--- src/rtl/pfhv_pkg.sv ---
// Package: shared types and constants for the PSF font header validator.
`timescale 1ns / 1ps
`default_nettype none

package pfhv_pkg;

  localparam logic [15:0] PSF1_MAGIC           = 16'h0436;
  localparam logic [31:0] PSF2_MAGIC           = 32'h864AB572;
  localparam logic [7:0]  PSF1_MAX_ROWS        = 8'd32;
  localparam logic [31:0] PSF2_MAX_GLYPHS      = 32'h0010_0000;
  localparam logic [31:0] PSF2_MAX_GLYPH_BYTES = 32'd1024;
  localparam logic [31:0] PSF2_MAX_DIM         = 32'd256;
  localparam logic [31:0] PSF2_HEADER_MIN      = 32'd32;
  localparam logic [31:0] FILE_MIN             = 32'd4;
  localparam logic [31:0] PSF1_GLYPH_BASE      = 32'd4;
  localparam logic [8:0]  PSF1_WIDTH           = 9'd8;
  localparam logic [7:0]  MODE_512             = 8'h01;
  localparam logic [7:0]  MODE_TAB             = 8'h02;
  localparam logic [7:0]  MODE_SEQ             = 8'h04;
  localparam logic [31:0] FLAG_UNICODE         = 32'h0000_0001;

  typedef enum logic [1:0] {
    FMT_NONE = 2'd0,
    FMT_PSF1 = 2'd1,
    FMT_PSF2 = 2'd2
  } fmt_t;

  typedef struct packed {
    logic [31:0] first_word;
    logic [31:0] header_length;
    logic [31:0] flag_word;
    logic [31:0] glyph_total;
    logic [31:0] bytes_per_glyph;
    logic [31:0] pixel_rows;
    logic [31:0] pixel_columns;
    logic [31:0] file_length;
  } hdr_t;

  typedef struct packed {
    logic        pass;
    fmt_t        ver;
    logic [20:0] gc;
    logic [10:0] gs;
    logic [8:0]  wpx;
    logic [8:0]  hpx;
    logic [31:0] base;
    logic [30:0] area;
    logic        map;
    logic [31:0] flen;
  } geom_t;

  typedef struct packed {
    logic        valid_res;
    fmt_t        format_version;
    logic [20:0] glyph_num;
    logic [10:0] glyph_size;
    logic [8:0]  glyph_width;
    logic [8:0]  glyph_height;
    logic [31:0] glyph_base;
    logic [30:0] glyph_area;
    logic        has_map;
    logic [31:0] map_base;
    logic [31:0] map_length;
  } res_t;

endpackage

`default_nettype wire

--- src/rtl/pfhv_if.sv ---
// Interfaces: header input channel and result output channel.
`timescale 1ns / 1ps
`default_nettype none

interface pfhv_hdr_if;
  logic        valid;
  logic        ready;
  logic [31:0] first_word;
  logic [31:0] header_length;
  logic [31:0] flag_word;
  logic [31:0] glyph_total;
  logic [31:0] bytes_per_glyph;
  logic [31:0] pixel_rows;
  logic [31:0] pixel_columns;
  logic [31:0] file_length;

  modport source (
    output valid, first_word, header_length, flag_word, glyph_total,
           bytes_per_glyph, pixel_rows, pixel_columns, file_length,
    input  ready
  );
  modport sink (
    input  valid, first_word, header_length, flag_word, glyph_total,
           bytes_per_glyph, pixel_rows, pixel_columns, file_length,
    output ready
  );
endinterface

interface pfhv_res_if;
  logic        valid;
  logic        ready;
  logic        valid_res;
  logic [1:0]  format_version;
  logic [20:0] glyph_num;
  logic [10:0] glyph_size;
  logic [8:0]  glyph_width;
  logic [8:0]  glyph_height;
  logic [31:0] glyph_base;
  logic [30:0] glyph_area;
  logic        has_map;
  logic [31:0] map_base;
  logic [31:0] map_length;

  modport source (
    output valid, valid_res, format_version, glyph_num, glyph_size, glyph_width,
           glyph_height, glyph_base, glyph_area, has_map, map_base, map_length,
    input  ready
  );
  modport sink (
    input  valid, valid_res, format_version, glyph_num, glyph_size, glyph_width,
           glyph_height, glyph_base, glyph_area, has_map, map_base, map_length,
    output ready
  );
endinterface

`default_nettype wire

--- src/rtl/pfhv_capture.sv ---
// Input register stage: captures one header item per accepted handshake.
`timescale 1ns / 1ps
`default_nettype none

module pfhv_capture (
  input  wire logic          clk,
  input  wire logic          rst,
  pfhv_hdr_if.sink           hdr,
  output logic               valid,
  input  wire logic          ready,
  output pfhv_pkg::hdr_t     data
);

  logic take;

  assign take      = !valid || ready;
  assign hdr.ready = take;

  always_ff @(posedge clk) begin
    if (rst) begin
      valid <= 1'b0;
    end else if (take) begin
      valid <= hdr.valid;
    end
  end

  always_ff @(posedge clk) begin
    if (take && hdr.valid) begin
      data.first_word      <= hdr.first_word;
      data.header_length   <= hdr.header_length;
      data.flag_word       <= hdr.flag_word;
      data.glyph_total     <= hdr.glyph_total;
      data.bytes_per_glyph <= hdr.bytes_per_glyph;
      data.pixel_rows      <= hdr.pixel_rows;
      data.pixel_columns   <= hdr.pixel_columns;
      data.file_length     <= hdr.file_length;
    end
  end

endmodule

`default_nettype wire

--- src/rtl/pfhv_decode.sv ---
// Decode stage: magic and range checks, geometry multiplies, registered.
`timescale 1ns / 1ps
`default_nettype none

module pfhv_decode (
  input  wire logic          clk,
  input  wire logic          rst,
  input  wire logic          in_valid,
  output logic               in_ready,
  input  wire pfhv_pkg::hdr_t in_data,
  output logic               valid,
  input  wire logic          ready,
  output pfhv_pkg::geom_t    data
);

  logic            take;
  logic            flen_ok;
  logic            is_psf1;
  logic [7:0]      mode;
  logic [7:0]      rows1;
  logic            p1_ok;
  logic [14:0]     p1_area;
  logic            is_psf2;
  logic [9:0]      cols_up;
  logic [15:0]     row_bytes;
  logic            p2_ok;
  logic [31:0]     p2_area;
  pfhv_pkg::geom_t data_next;

  assign take     = !valid || ready;
  assign in_ready = take;

  assign flen_ok = in_data.file_length >= pfhv_pkg::FILE_MIN;
  assign is_psf1 = in_data.first_word[15:0] == pfhv_pkg::PSF1_MAGIC;
  assign mode    = in_data.first_word[23:16];
  assign rows1   = in_data.first_word[31:24];
  assign p1_ok   = flen_ok && is_psf1 && (rows1 != 8'd0) && (rows1 <= pfhv_pkg::PSF1_MAX_ROWS);
  assign p1_area = ((mode & pfhv_pkg::MODE_512) != 8'd0) ? {rows1[5:0], 9'd0}
                                                         : {1'b0, rows1[5:0], 8'd0};

  assign is_psf2 = flen_ok && !is_psf1 && (in_data.file_length >= pfhv_pkg::PSF2_HEADER_MIN) &&
                   (in_data.first_word == pfhv_pkg::PSF2_MAGIC);
  assign cols_up   = {1'b0, in_data.pixel_columns[8:0]} + 10'd7;
  assign row_bytes = 16'(cols_up[9:3]) * 16'(in_data.pixel_rows[8:0]);
  assign p2_area   = 32'(in_data.glyph_total[20:0]) * 32'(in_data.bytes_per_glyph[10:0]);
  assign p2_ok = is_psf2 &&
                 (in_data.header_length >= pfhv_pkg::PSF2_HEADER_MIN) &&
                 (in_data.header_length <= in_data.file_length) &&
                 (in_data.glyph_total != 32'd0) &&
                 (in_data.glyph_total <= pfhv_pkg::PSF2_MAX_GLYPHS) &&
                 (in_data.bytes_per_glyph != 32'd0) &&
                 (in_data.bytes_per_glyph <= pfhv_pkg::PSF2_MAX_GLYPH_BYTES) &&
                 (in_data.pixel_rows != 32'd0) &&
                 (in_data.pixel_rows <= pfhv_pkg::PSF2_MAX_DIM) &&
                 (in_data.pixel_columns != 32'd0) &&
                 (in_data.pixel_columns <= pfhv_pkg::PSF2_MAX_DIM) &&
                 (in_data.bytes_per_glyph == 32'(row_bytes));

  always_comb begin
    data_next.pass = p1_ok || p2_ok;
    data_next.flen = in_data.file_length;
    if (p1_ok) begin
      data_next.ver  = pfhv_pkg::FMT_PSF1;
      data_next.gc   = ((mode & pfhv_pkg::MODE_512) != 8'd0) ? 21'd512 : 21'd256;
      data_next.gs   = {5'd0, rows1[5:0]};
      data_next.wpx  = pfhv_pkg::PSF1_WIDTH;
      data_next.hpx  = {3'd0, rows1[5:0]};
      data_next.base = pfhv_pkg::PSF1_GLYPH_BASE;
      data_next.area = 31'(p1_area);
      data_next.map  = (mode & (pfhv_pkg::MODE_TAB | pfhv_pkg::MODE_SEQ)) != 8'd0;
    end else begin
      data_next.ver  = p2_ok ? pfhv_pkg::FMT_PSF2 : pfhv_pkg::FMT_NONE;
      data_next.gc   = in_data.glyph_total[20:0];
      data_next.gs   = in_data.bytes_per_glyph[10:0];
      data_next.wpx  = in_data.pixel_columns[8:0];
      data_next.hpx  = in_data.pixel_rows[8:0];
      data_next.base = in_data.header_length;
      data_next.area = p2_area[30:0];
      data_next.map  = (in_data.flag_word & pfhv_pkg::FLAG_UNICODE) != 32'd0;
    end
  end

  always_ff @(posedge clk) begin
    if (rst) begin
      valid <= 1'b0;
    end else if (take) begin
      valid <= in_valid;
    end
  end

  always_ff @(posedge clk) begin
    if (take && in_valid) begin
      data <= data_next;
    end
  end

endmodule

`default_nettype wire

--- src/rtl/pfhv_place.sv ---
// Placement stage: file fit check, unicode table position, result register.
`timescale 1ns / 1ps
`default_nettype none

module pfhv_place (
  input  wire logic           clk,
  input  wire logic           rst,
  input  wire logic           in_valid,
  output logic                in_ready,
  input  wire pfhv_pkg::geom_t in_data,
  pfhv_res_if.source          res
);

  logic           take;
  logic [32:0]    span;
  logic           fits;
  logic           ok;
  pfhv_pkg::res_t r;
  pfhv_pkg::res_t r_next;

  assign take     = !res.valid || res.ready;
  assign in_ready = take;

  assign span = {1'b0, in_data.base} + {2'b0, in_data.area};
  assign fits = span <= {1'b0, in_data.flen};
  assign ok   = in_data.pass && fits;

  always_comb begin
    r_next = '0;
    if (ok) begin
      r_next.valid_res      = 1'b1;
      r_next.format_version = in_data.ver;
      r_next.glyph_num      = in_data.gc;
      r_next.glyph_size     = in_data.gs;
      r_next.glyph_width    = in_data.wpx;
      r_next.glyph_height   = in_data.hpx;
      r_next.glyph_base     = in_data.base;
      r_next.glyph_area     = in_data.area;
      r_next.has_map        = in_data.map;
      if (in_data.map) begin
        r_next.map_base   = span[31:0];
        r_next.map_length = in_data.flen - span[31:0];
      end
    end
  end

  always_ff @(posedge clk) begin
    if (rst) begin
      res.valid <= 1'b0;
    end else if (take) begin
      res.valid <= in_valid;
    end
  end

  always_ff @(posedge clk) begin
    if (take && in_valid) begin
      r <= r_next;
    end
  end

  assign res.valid_res      = r.valid_res;
  assign res.format_version = r.format_version;
  assign res.glyph_num      = r.glyph_num;
  assign res.glyph_size     = r.glyph_size;
  assign res.glyph_width    = r.glyph_width;
  assign res.glyph_height   = r.glyph_height;
  assign res.glyph_base     = r.glyph_base;
  assign res.glyph_area     = r.glyph_area;
  assign res.has_map        = r.has_map;
  assign res.map_base       = r.map_base;
  assign res.map_length     = r.map_length;

  a_reject_zero: assert property (@(posedge clk) disable iff (rst)
    res.valid && !res.valid_res |-> res.format_version == pfhv_pkg::FMT_NONE &&
      res.glyph_num == 21'd0 && res.glyph_base == 32'd0 && !res.has_map &&
      res.map_base == 32'd0 && res.map_length == 32'd0)
    else $error("rejected item carries nonzero fields");

  a_accept_fmt: assert property (@(posedge clk) disable iff (rst)
    res.valid && res.valid_res |-> res.format_version == pfhv_pkg::FMT_PSF1 ||
      res.format_version == pfhv_pkg::FMT_PSF2)
    else $error("accepted item without a format");

  a_map_base: assert property (@(posedge clk) disable iff (rst)
    res.valid && res.has_map |->
      res.map_base == res.glyph_base + 32'(res.glyph_area))
    else $error("map base does not follow glyph data");

  a_psf1_geom: assert property (@(posedge clk) disable iff (rst)
    res.valid && res.format_version == pfhv_pkg::FMT_PSF1 |->
      res.glyph_width == pfhv_pkg::PSF1_WIDTH && res.glyph_size == 11'(res.glyph_height) &&
      (res.glyph_num == 21'd256 || res.glyph_num == 21'd512))
    else $error("PSF1 geometry inconsistent");

endmodule

`default_nettype wire

--- src/rtl/psf_font_header_validator.sv ---
// Top level: PSF1/PSF2 font header validator.
//
// Channels: hdr takes one font header item (first word, PSF2 header words
// and total file length); res returns one result item per header with the
// accept flag, format, glyph geometry and unicode table placement. Every
// result field, the accept flag included, is zero on a rejected header.
// Both channels use valid/ready; an item moves when both are high.
// An accepted header is loaded first into the input register, then into the decode
// register holding the geometry products, and last into the result register.
// Throughput: one header per cycle while res.ready stays high; the pipeline
// registers and the two narrow multiplies in the decode stage set that figure.
// Reset (rst, synchronous): clears all stage valid flags; no item in flight.
// Receiver stall: a held res.ready freezes the result register; earlier
// stages keep filling until each holds an item, then hdr.ready drops.
`timescale 1ns / 1ps
`default_nettype none

module psf_font_header_validator (
  input  wire logic  clk,
  input  wire logic  rst,
  pfhv_hdr_if.sink   hdr,
  pfhv_res_if.source res
);

  logic            cap_valid;
  logic            cap_ready;
  pfhv_pkg::hdr_t  cap_data;
  logic            dec_valid;
  logic            dec_ready;
  pfhv_pkg::geom_t dec_data;

  pfhv_capture u_capture (
    .clk   (clk),
    .rst   (rst),
    .hdr   (hdr),
    .valid (cap_valid),
    .ready (cap_ready),
    .data  (cap_data)
  );

  pfhv_decode u_decode (
    .clk      (clk),
    .rst      (rst),
    .in_valid (cap_valid),
    .in_ready (cap_ready),
    .in_data  (cap_data),
    .valid    (dec_valid),
    .ready    (dec_ready),
    .data     (dec_data)
  );

  pfhv_place u_place (
    .clk      (clk),
    .rst      (rst),
    .in_valid (dec_valid),
    .in_ready (dec_ready),
    .in_data  (dec_data),
    .res      (res)
  );

endmodule

`default_nettype wire
--- src/flat_wrapper.sv ---
// flat-port wrapper written by rule: the top's interface ports become plain ports
module psf_font_header_validator_flat 
  (clk, rst, hdr_valid, hdr_first_word, hdr_header_length, hdr_flag_word, hdr_glyph_total, hdr_bytes_per_glyph, hdr_pixel_rows, hdr_pixel_columns, hdr_file_length, hdr_ready, res_valid, res_valid_res, res_format_version, res_glyph_num, res_glyph_size, res_glyph_width, res_glyph_height, res_glyph_base, res_glyph_area, res_has_map, res_map_base, res_map_length, res_ready);
  pfhv_hdr_if hdr_i ();
  pfhv_res_if res_i ();
  input  wire logic clk;
  input  wire logic rst;
  input wire logic [$bits(hdr_i.valid)-1:0] hdr_valid;
  input wire logic [$bits(hdr_i.first_word)-1:0] hdr_first_word;
  input wire logic [$bits(hdr_i.header_length)-1:0] hdr_header_length;
  input wire logic [$bits(hdr_i.flag_word)-1:0] hdr_flag_word;
  input wire logic [$bits(hdr_i.glyph_total)-1:0] hdr_glyph_total;
  input wire logic [$bits(hdr_i.bytes_per_glyph)-1:0] hdr_bytes_per_glyph;
  input wire logic [$bits(hdr_i.pixel_rows)-1:0] hdr_pixel_rows;
  input wire logic [$bits(hdr_i.pixel_columns)-1:0] hdr_pixel_columns;
  input wire logic [$bits(hdr_i.file_length)-1:0] hdr_file_length;
  output wire logic [$bits(hdr_i.ready)-1:0] hdr_ready;
  output wire logic [$bits(res_i.valid)-1:0] res_valid;
  output wire logic [$bits(res_i.valid_res)-1:0] res_valid_res;
  output wire logic [$bits(res_i.format_version)-1:0] res_format_version;
  output wire logic [$bits(res_i.glyph_num)-1:0] res_glyph_num;
  output wire logic [$bits(res_i.glyph_size)-1:0] res_glyph_size;
  output wire logic [$bits(res_i.glyph_width)-1:0] res_glyph_width;
  output wire logic [$bits(res_i.glyph_height)-1:0] res_glyph_height;
  output wire logic [$bits(res_i.glyph_base)-1:0] res_glyph_base;
  output wire logic [$bits(res_i.glyph_area)-1:0] res_glyph_area;
  output wire logic [$bits(res_i.has_map)-1:0] res_has_map;
  output wire logic [$bits(res_i.map_base)-1:0] res_map_base;
  output wire logic [$bits(res_i.map_length)-1:0] res_map_length;
  input wire logic [$bits(res_i.ready)-1:0] res_ready;
  assign hdr_i.valid = hdr_valid;
  assign hdr_i.first_word = hdr_first_word;
  assign hdr_i.header_length = hdr_header_length;
  assign hdr_i.flag_word = hdr_flag_word;
  assign hdr_i.glyph_total = hdr_glyph_total;
  assign hdr_i.bytes_per_glyph = hdr_bytes_per_glyph;
  assign hdr_i.pixel_rows = hdr_pixel_rows;
  assign hdr_i.pixel_columns = hdr_pixel_columns;
  assign hdr_i.file_length = hdr_file_length;
  assign hdr_ready = hdr_i.ready;
  assign res_valid = res_i.valid;
  assign res_valid_res = res_i.valid_res;
  assign res_format_version = res_i.format_version;
  assign res_glyph_num = res_i.glyph_num;
  assign res_glyph_size = res_i.glyph_size;
  assign res_glyph_width = res_i.glyph_width;
  assign res_glyph_height = res_i.glyph_height;
  assign res_glyph_base = res_i.glyph_base;
  assign res_glyph_area = res_i.glyph_area;
  assign res_has_map = res_i.has_map;
  assign res_map_base = res_i.map_base;
  assign res_map_length = res_i.map_length;
  assign res_i.ready = res_ready;
  psf_font_header_validator u_core (.clk(clk), .rst(rst), .hdr(hdr_i), .res(res_i));
endmodule
--- config.mk ---
export PLATFORM = sky130hd
export DESIGN_NAME = psf_font_header_validator_flat
export DESIGN_NICKNAME = d
export VERILOG_FILES = /design/src/rtl/pfhv_pkg.sv /design/src/rtl/pfhv_if.sv /design/src/rtl/pfhv_capture.sv /design/src/rtl/pfhv_decode.sv /design/src/rtl/pfhv_place.sv /design/src/rtl/psf_font_header_validator.sv /design/src/flat_wrapper.sv
export SDC_FILE = /design/constraint.sdc
export NUM_CORES = 1
export LEC_CHECK = 0
export BUFFER_PORTS_ARGS = -buffer_cell sky130_fd_sc_hd__buf_2
export CORE_MARGIN = 2
export CORE_UTILIZATION = 59
export CTS_CLUSTER_SIZE = 16
export DETAILED_ROUTE_END_ITERATION = 8
export PLACE_DENSITY = 0.81
export REMOVE_ABC_BUFFERS = 1
export SLEW_MARGIN = 0
export SYNTH_ARGS = -nofsm -noshare
export SYNTH_HDL_FRONTEND = slang
export SYNTH_SLANG_ARGS = --single-unit
--- constraint.sdc ---
create_clock -name clk -period 17.15 [get_ports clk]
set_input_delay 1.715 -clock clk [delete_from_list [all_inputs] [get_ports clk]]
set_output_delay 1.715 -clock clk [all_outputs]
set_load 0.005 [all_outputs]
Word-level counts from Yosys, hierarchy flattened --
Index checks and enable logic that the tools add are counted. W data, S select, Z words.
Word-level totals: bits in registers 558, input port bits 260, output and inout port bits 183, logic and storage cells 95
Cells by class: add/subtract/negate cells 3, multipliers 2, $lt $le $gt $ge 10, eq/ne operators 3, mux-type cells 6, reductions and logical operators 36
Operators with widths (count):
- $mux W181 | 1
- $reduce_bool A32 Y1 | 4
- $mux W114 | 1
- $ge A32 B6 Y1 const B | 2
- $le A32 B9 Y1 const B | 2
- $mux W64 | 1
- $add A32 B31 Y33 | 1
- $le A33 B32 Y1 | 1
- $eq A32 B16 Y1 | 1
- $eq A32 B32 Y1 const B | 1
- $ge A32 B3 Y1 const B | 1
- $le A32 B11 Y1 const B | 1
- $le A32 B21 Y1 const B | 1
- $le A32 B32 Y1 | 1
- $sub A32 B32 Y32 | 1
- $mul A21 B11 Y31 | 1
- $logic_and A1 B1 Y1 | 21
- $eq A16 B11 Y1 const B | 1
- $mul A7 B9 Y16 | 1
- $reduce_bool A8 Y1 | 2
- $mux W15 | 1
- $add A9 B3 Y10 const B | 1
- $mux W10 | 1
- $le A8 B6 Y1 const B | 1
- other kinds (4) | 10

Longest topological paths before layout --
Gate-level depths: netlist (run 1).
depth in word-level cells 17, mapped depth 23, gate-level depth less buffers 22

Cells and area by module --
A second synthesis (run 1) with hierarchy kept.
Second synthesis, totals: cell total of the unflattened synthesis 2864, area, all modules 34575.7 um2
Modules (own cells, without submodules):
- pfhv_decode | times used 1, cells an instance 1638, area each 16185.5 um2, sequential area each 4494.3 um2
- pfhv_place | times used 1, cells an instance 965, area each 10647.7 um2, sequential area each 5455.2 um2
- pfhv_capture | times used 1, cells an instance 261, area each 7742.4 um2, sequential area each 7707.4 um2

Worst setup path after synthesis (run 1) --
No wires, ideal clock.
path kind input to register, from in res_ready, to reg u_core.u_capture.data[0] (netlist bit), enable pin, library setup time 0.945 ns, data arrival time 12.973 ns, data required time 16.205 ns, slack 3.232 ns, stages 2, buffers on the path 0, cells stage by stage nor2b_1 a31oi_1
On the way: longest elaborated chain between the ends 4
RTL lines:
- from (decl) | line flat_wrapper.sv:30 | input wire logic [$bits(res_i.ready)-1:0] res_ready;
- $logic_or A1 B1 Y1 | line pfhv_place.sv:21 | assign take = !res.valid || res.ready;
- $logic_or A1 B1 Y1 | line pfhv_decode.sv:30 | assign take = !valid || ready;
- $logic_or A1 B1 Y1 | line pfhv_capture.sv:16 | assign take = !valid || ready;
- $logic_and A1 B1 Y1 | line pfhv_capture.sv:28 | if (take && hdr.valid) begin
- to (decl) | line pfhv_capture.sv:11 | output pfhv_pkg::hdr_t data
No other way between the ends. A chain may end at the register's enable or synchronous reset.

Worst setup path in the final report (run 1) --
from reg u_core.u_capture.data[98] (netlist bit), to reg u_core.u_decode.data[63] (netlist bit) (data pin)
On the way: longest elaborated chain between the ends 1
RTL lines:
- $mul A21 B11 Y31 | line pfhv_decode.sv:45 | assign p2_area = 32'(in_data.glyph_total[20:0]) * 32'(in_data.bytes_per_glyph[10:0]);
- to (signal assigned) | line pfhv_decode.sv:93 | data <= data_next;
- to (decl) | line pfhv_decode.sv:13 | output pfhv_pkg::geom_t data
No other way between the ends.

==> results.json, run 1 <==
{
  "status": "finished clean",
  "finalSetupViolCount": 0,
  "start_util_pct": 59.3,
  "busiest_layer": "met2",
  "min_path_type": "reg -> reg",
  "p_leak_nw": 16.1,
  "dieArea_um2": 58400,
  "clk_pin_slew_ps": 60,
  "fmax_ghz": 0.148,
  "grt_pass1_wl_mm": 126,
  "grt_use_met3_pct": 4.54,
  "ctsRootBufferMaster": "clkbuf_16",
  "slew_headroom_pct": 20.3,
  "drc": 0,
  "die_h_um": 242,
  "nets": 3855,
  "syn_area_um2": 33300,
  "clockBufferDepth": 3,
  "synth.area.top_cells": "edfxtp_1 50%, fa_1 12%, ha_1 8.5%",
  "port_buffers": 411,
  "grtUsageMet1_pct": 35.7,
  "path_common_cell": "fa_1",
  "crit_fanout": 24,
  "vias": 22545,
  "cts_hold_buf": 0,
  "critPathCaptureType": "flip-flop",
  "core_area_um2": 56200,
  "arrival_ps": 7120,
  "crit_type": "reg -> reg",
  "power.density_nw_per_um2": 189,
  "cts_tree": "done",
  "hpwl_mm": 60.1,
  "period_minus_slack_ps": 6780,
  "place.gp.congestion": 0.927,
  "yosys_most_used_dff": "edfxtp_1",
  "synth-edff-count": 555,
  "postSynthAreaPerCell_um2": 12.0,
  "viasPerCell": 5.69,
  "use_met2_pct": 47.5,
  "syn2layout_area_growth_pct": 13.6,
  "fill_cells": 4122,
  "io-pin-count": 443,
  "fin_crit_sh_pct": 39.5,
  "drive_gt1_share_pct": 16.2,
  "holdWs_ps": 469,
  "worstPathCellList": "nand2_1, fa_1, inv_1, fa_1, inv_1, fa_1, inv_1, fa_1, fa_1, ha_1, or3_1, o21ai_0, o21ai_0, a31oi_1, a21oi_1, a221oi_1, xnor2_1, nor2_1",
  "die_w_um": 242,
  "antenna_found_initial": 2,
  "synth_top_area_cell": "edfxtp_1",
  "drv_slew": 0,
  "routed_wirelength_mm": 81.2,
  "tightest_slew_ps": 1200,
  "synth-seq-cells": 558,
  "skew_ps": 20.8,
  "routedWlPerCell_um": 20.5,
  "crit_required_ps": 17500,
  "seq_area_frac_synth_pct": 50.2,
  "syn_inst": 2782,
  "cts_setup_buffers": 0,
  "multi_input_area_um2": 15100,
  "cts_buffers": 57,
  "critPathLaunchType": "flip-flop",
  "max-vdd-ir-drop_v": 0.000153,
  "grt_max_degree": 182,
  "cts_max_level": 2,
  "cts_resized": 0,
  "synth_commonest_cells": "555 x edfxtp_1, 305 x inv_1, 300 x and2_1, 278 x nand2_1, 227 x ha_1",
  "overflow": 0,
  "grt_usage_pct": 27.9,
  "clock_latency_ps": 620,
  "rsz0062_at_grt": "false",
  "drtPass1Iterations": 5,
  "cap_violations": 0,
  "clock-sinks": 558,
  "critPathSlowestCell": "edfxtp_1",
  "num_rows": 87,
  "slowest_delay_ps": 1120,
  "yosys_warnings": 0,
  "ys_types": 80,
  "setup_tns_ps": 0,
  "hold_viol_final": 0,
  "yosysMostFrequentCell": "edfxtp_1",
  "final-seq-area_um2": 16700,
  "drtIter0Drc": 1748,
  "synth_top_area_share_pct": 50.0,
  "async_flop_share_pct": 0,
  "ant_nets": 0,
  "grt_pass1_vias": 23253
}
## stage by stage
step                      util, %  cell area, um^2  setup slack, ps  total power [mW]  cells
after floorplan                 -            32900             3230              4.95   2683
after global placement       64.2            36100            10670              5.78   3860
after detailed placement     64.2            36100            10510              5.91   3860
after CTS                    67.4            37900            10510              7.14   3963
after global routing         67.4            37900            10040              7.74   3965
final                        67.4            37900            10370              7.15   3965
## routing by layer
layer	part of all wire, %	wire length [um]	vias to the layer above
li1	-	-	10306
met1	39	31800	11165
met2	50	40500	897
met3	6.7	5440	177
met4	4.3	3450	0
met5	0	0	-
## sequential cells by signal, indices dropped and copies added (netlist names)
signal and cells:
u_core.u_capture.data 225, u_core.u_decode.data 149, u_core.u_place.res.glyph_base 32, u_core.u_place.res.map_base 32, u_core.u_place.res.map_length 32, u_core.u_place.res.glyph_area 31
u_core.u_place.res.glyph_num 21, u_core.u_place.res.glyph_size 11, u_core.u_place.res.glyph_height 9, u_core.u_place.res.glyph_width 9, u_core.u_place.res.format_version 2, u_core.u_capture.valid 1
u_core.u_decode.valid 1, u_core.u_place.res.has_map 1, u_core.u_place.res.valid 1, u_core.u_place.res.valid_res 1
## final cells by class
type | count | share of cell area (%)
Clock inverter | 28 | 0.819
Inverter | 305 | 3.02
Tap cell | 756 | 2.50
Multi-Input combinational cell | 1820 | 39.9
Clock buffer | 75 | 3.94
Antenna cell | 2 | 0.0132
Timing Repair Buffer | 421 | 5.69
Sequential cell | 558 | 44.2
## logic make-up after synthesis
group | synth area share [%]
mux | 0.342
flops | 50.2
simple gates | 14.3
fa+ha+maj | 20.8
compound gates | 7.04
xor+xnor | 2.68
buf+inv | 4.65
## report_power, final
part	switching (mW)	total [mW]	leakage, nW	internal [mW]
combinational	2.30	3.97	10.1	1.67
sequential	0.129	1.98	5.14	1.85
clock	0.514	1.20	0.865	0.689
total	2.95	7.15	16.1	4.20
## worst max-delay path: cells and delay by family, from the launching register on
kind	cells	cell delay, ps
AOI/OAI and AO/OA	5	1700
buffers and inverters	3	170
xor gates and xnor gates	1	160
adders and majority gates	6	2770
DFF	1	1120
and+or+nand+nor	3	590
## placed cells by master (no fill, tap or decap), types with 29 or more instances in the layout
cell type and count:
edfxtp_1 555, buf_2 411, inv_1 305, and2_1 300, nand2_1 278, ha_1 227
fa_1 205, nor2_1 121, a21oi_1 104, a21o_1 74, xnor2_1 60, clkbuf_16 57
o21ai_0 56, xor2_1 42, nor4_1 42, nor3_1 33, nand3_1 29
## worst paths after layout
check	start	to	slack [ps]	cells past startpoint
worst max register to register	u_core.u_capture.data[98]$_DFFE_PP_	u_core.u_decode.data[63]$_SDFFCE_PP0P_	10370	18
worst min register to register	u_core.u_capture.data[2]$_DFFE_PP_	u_core.u_decode.data[2]$_DFFE_PP_	470	0
worst min-delay path	u_core.u_capture.data[2]$_DFFE_PP_	u_core.u_decode.data[2]$_DFFE_PP_	470	0
worst max-delay path	u_core.u_capture.data[98]$_DFFE_PP_	u_core.u_decode.data[63]$_SDFFCE_PP0P_	10370	18
No activity file was read; power rests on OpenSTA's default activity.
==> run 2: changes to the inputs <==
--- a/config.mk
+++ b/config.mk
@@ -5,6 +5,7 @@
 export SDC_FILE = /design/constraint.sdc
 export NUM_CORES = 1
 export LEC_CHECK = 0
+export ABC_AREA = 1
 export BUFFER_PORTS_ARGS = -buffer_cell sky130_fd_sc_hd__buf_2
 export CORE_MARGIN = 2
 export CORE_UTILIZATION = 59
==> constraint.sdc (replaced) <==
create_clock -name clk -period 6.7 [get_ports clk]
set_input_delay 0.67 -clock clk [delete_from_list [all_inputs] [get_ports clk]]
set_output_delay 0.67 -clock clk [all_outputs]
set_load 0.005 [all_outputs]
==> run 2 against run 1 <==
Effect of this change:
- critical endpoint is now u_core.u_decode.data[58]$_SDFFCE_PP0P_
- register-to-register slack got worse by 9700 ps
- hold slack got worse by 270 ps
- sequential cell count unchanged
- core utilization increased by 0.44 points
==> results.json, run 2 <==
{
  "cts_buffers": 57,
  "worstPathCellList": "nand2_1, fa_1, inv_1, fa_1, inv_1, fa_1, inv_1, fa_1, fa_1, ha_1, a21o_1, a21oi_1, inv_1, nand2_1, nand2_1, a21oi_1, o21bai_1, a21oi_1, inv_1, o21ai_0, a21oi_1",
  "fill_cells": 4499,
  "finalSetupViolCount": 0,
  "skew_ps": 37.7,
  "holdWs_ps": 199,
  "slew_headroom_pct": 26.4,
  "die_h_um": 246,
  "cts_hold_buf": 0,
  "crit_required_ps": 7070,
  "drtPass1Iterations": 7,
  "cts_max_level": 2,
  "cts_tree": "done",
  "clock-sinks": 558,
  "clockBufferDepth": 3,
  "multi_input_area_um2": 14500,
  "clock_latency_ps": 640,
  "largest_register_ffs": 225,
  "synth.area.top_cells": "edfxtp_1 48%, fa_1 12%, ha_1 8.2%",
  "max-vdd-ir-drop_v": 0.000330,
  "min-delay-start": "hdr_header_length[11]",
  "tightest_slew_ps": 1100,
  "arrival_ps": 6400,
  "port_buffers": 411,
  "dieArea_um2": 60300,
  "power_frac_clock_pct": 21.2,
  "reg2regPathDepth": 21,
  "synth_top_area_share_pct": 48.4,
  "crit_fanout": 24,
  "period_minus_slack_ps": 6020,
  "start_util_pct": 59.7,
  "overflow": 0,
  "sw_frac_of_total_pct": 42.1,
  "pwr-share-comb_pct": 49.8,
  "io-pin-count": 443,
  "worstHoldPathCells": 1,
  "die_w_um": 246,
  "cts_setup_buffers": 0,
  "drv_slew": 0,
  "cap_violations": 0,
  "grt_pass1_wl_mm": 134,
  "num_rows": 88,
  "vias": 24972,
  "antenna_found_initial": 2,
  "status": "finished clean",
  "r2r_slack_ps": 680,
  "ys_types": 47,
  "async_flop_share_pct": 0,
  "syn_inst": 3493,
  "rr_endpoint": "u_core.u_decode.data[58]$_SDFFCE_PP0P_",
  "hpwl_mm": 66.1,
  "yosysMostFrequentCell": "inv_1",
  "met3_length_mm": 5.71,
  "min_path_type": "in -> reg",
  "viasPerCell": 5.30,
  "slowest_delay_ps": 1060,
  "switchingPower_mw": 6.51,
  "fmax_ghz": 0.166,
  "synth-edff-count": 555,
  "final_common_cell": "inv_1",
  "yosys_most_used_dff": "edfxtp_1",
  "pre_cts_ws_ps": 772,
  "core_area_um2": 57700,
  "postSynthAreaPerCell_um2": 9.86,
  "drive_gt1_share_pct": 13.6,
  "ctsRootBufferMaster": "clkbuf_16",
  "yosys_warnings": 0,
  "p_leak_nw": 19.1,
  "internal_power_mw": 8.96,
  "critPathCaptureType": "flip-flop",
  "worst-path-buf-inv": 5,
  "synth_top_area_cell": "edfxtp_1",
  "routed_wirelength_mm": 86.9,
  "drc": 0,
  "crit_type": "reg -> reg",
  "hold_end": "u_core.u_capture.data[203]$_DFFE_PP_",
  "synth_commonest_cells": "738 x inv_1, 603 x nand2_1, 555 x edfxtp_1, 534 x nor2_1, 227 x ha_1",
  "setup_slack_ps": 679,
  "hold_viol_final": 0,
  "grt_max_degree": 159,
  "p_total_mw": 15.5,
  "grt_usage_pct": 29.1,
  "p_seq_share_pct": 29.0,
  "rsz0062_at_grt": "false",
  "maxUsedRoutingLayer": "met5",
  "crit_family": "adder cells",
  "cts_resized": 0,
  "routedWlPerCell_um": 18.5,
  "top_regs": "u_core.u_capture.data x225, u_core.u_decode.data x149",
  "syn_area_um2": 34400,
  "critPathSlowestCell": "edfxtp_1",
  "synth-seq-cells": 558,
  "route.met2.wl_mm": 43.7,
  "regMostFlops": "u_core.u_capture.data",
  "critPathLaunchType": "flip-flop",
  "final-seq-area_um2": 16700,
  "met1_length_mm": 33.8,
  "startpoint": "u_core.u_capture.data[100]$_DFFE_PP_",
  "setup_tns_ps": 0,
  "seq_area_frac_synth_pct": 48.6,
  "clk_pin_slew_ps": 60,
  "power.density_nw_per_um2": 395,
  "layout_common_cells": "736 x inv_1, 603 x nand2_1, 555 x edfxtp_1",
  "rr_startpoint": "u_core.u_capture.data[100]$_DFFE_PP_",
  "grt_pass1_vias": 25372,
  "place.gp.congestion": 0.904,
  "syn2layout_area_growth_pct": 13.8,
  "fin_util_pct": 67.9,
  "nets": 4590,
  "drtIter0Drc": 1781,
  "ant_nets": 0,
  "fin_crit_sh_pct": 89.9
}
-- run 2: cell types whose count changed after synthesis, sizes merged, moves of 22 or more --
| cell | previous run | this run |
|---|---|---|
| and3 | 24 | 2 |
| nand2 | 279 | 606 |
| nand3 | 29 | 51 |
| a21o | 74 | 9 |
| and2 | 300 | 0 |
| o21ai | 57 | 109 |
| nor2 | 123 | 535 |
| inv | 305 | 743 |
| a21oi | 104 | 164 |
| nor4 | 42 | 9 |
| clkbuf | 86 | 56 |
-- run 2: cells by family after synthesis --
| kind of cell | Yosys count | synth area share, % |
|---|---|---|
| xor gates and xnor gates | 86 | 2.23 |
| AOI/OAI and AO/OA | 338 | 5.39 |
| buffers and inverters | 825 | 9.30 |
| DFF | 558 | 48.6 |
| and+or+nand+nor | 1254 | 14.3 |
| adders and majority gates | 432 | 20.2 |
-- run 2: how the worst max path moves through the flow --
| stage | endpoint | slack, ps | cells past startpoint |
|---|---|---|---|
| global placement | u_core.u_decode.data[58]$_SDFFCE_PP0P_ | 870 | 21 |
| CTS | u_core.u_decode.data[58]$_SDFFCE_PP0P_ | 760 | 21 |
| finish | u_core.u_decode.data[58]$_SDFFCE_PP0P_ | 680 | 21 |
| detailed placement | u_core.u_decode.data[58]$_SDFFCE_PP0P_ | 770 | 21 |
| global route | u_core.u_decode.data[148]$_DFFE_PP_ | 300 | 30 |
| floorplan | u_core.u_place.res.format_version[0]$_SDFFCE_PN0P_ | -3440 | 2 |
-- run 2: power by group through the flow --
| stage | Clock, mW | Sequential (mW) | Combinational, mW |
|---|---|---|---|
| floorplan | 0 | 4.48 | 5.63 |
| global placement | 0 | 4.54 | 7.43 |
| detailed placement | 0 | 4.55 | 7.53 |
| CTS | 3.33 | 4.48 | 7.60 |
| global route | 3.46 | 4.50 | 8.66 |
| finish | 3.28 | 4.48 | 7.70 |
-- run 2: area by class of cell --
class	count	area share, %
clock inverters	41	1.21
repair buffers	428	5.64
multi-input cells	2110	37.1
well taps	765	2.44
diodes	1	0.00639
inverters	743	7.15
flip-flops and latches	558	42.7
clock buffers	64	3.76
-- run 2: metal layers --
| layer | up-vias | GRT usage (%) |
|---|---|---|
| met5 | - | 0 |
| met3 | 198 | 4.05 |
| met4 | 2 | 12.4 |
| met2 | 929 | 50.8 |
| li1 | 11852 | - |
| met1 | 11991 | 36.3 |
-- run 2: stage by stage --
| stage | instance area [um^2] | cells |
|---|---|---|
| 5_1_grt | 39200 | 4710 |
| 2_1_floorplan | 34000 | 3411 |
| 3_5_place_dp | 37200 | 4604 |
| 3_3_place_gp | 37200 | 4604 |
| 6_report | 39200 | 4710 |
| 4_1_cts | 39200 | 4709 |
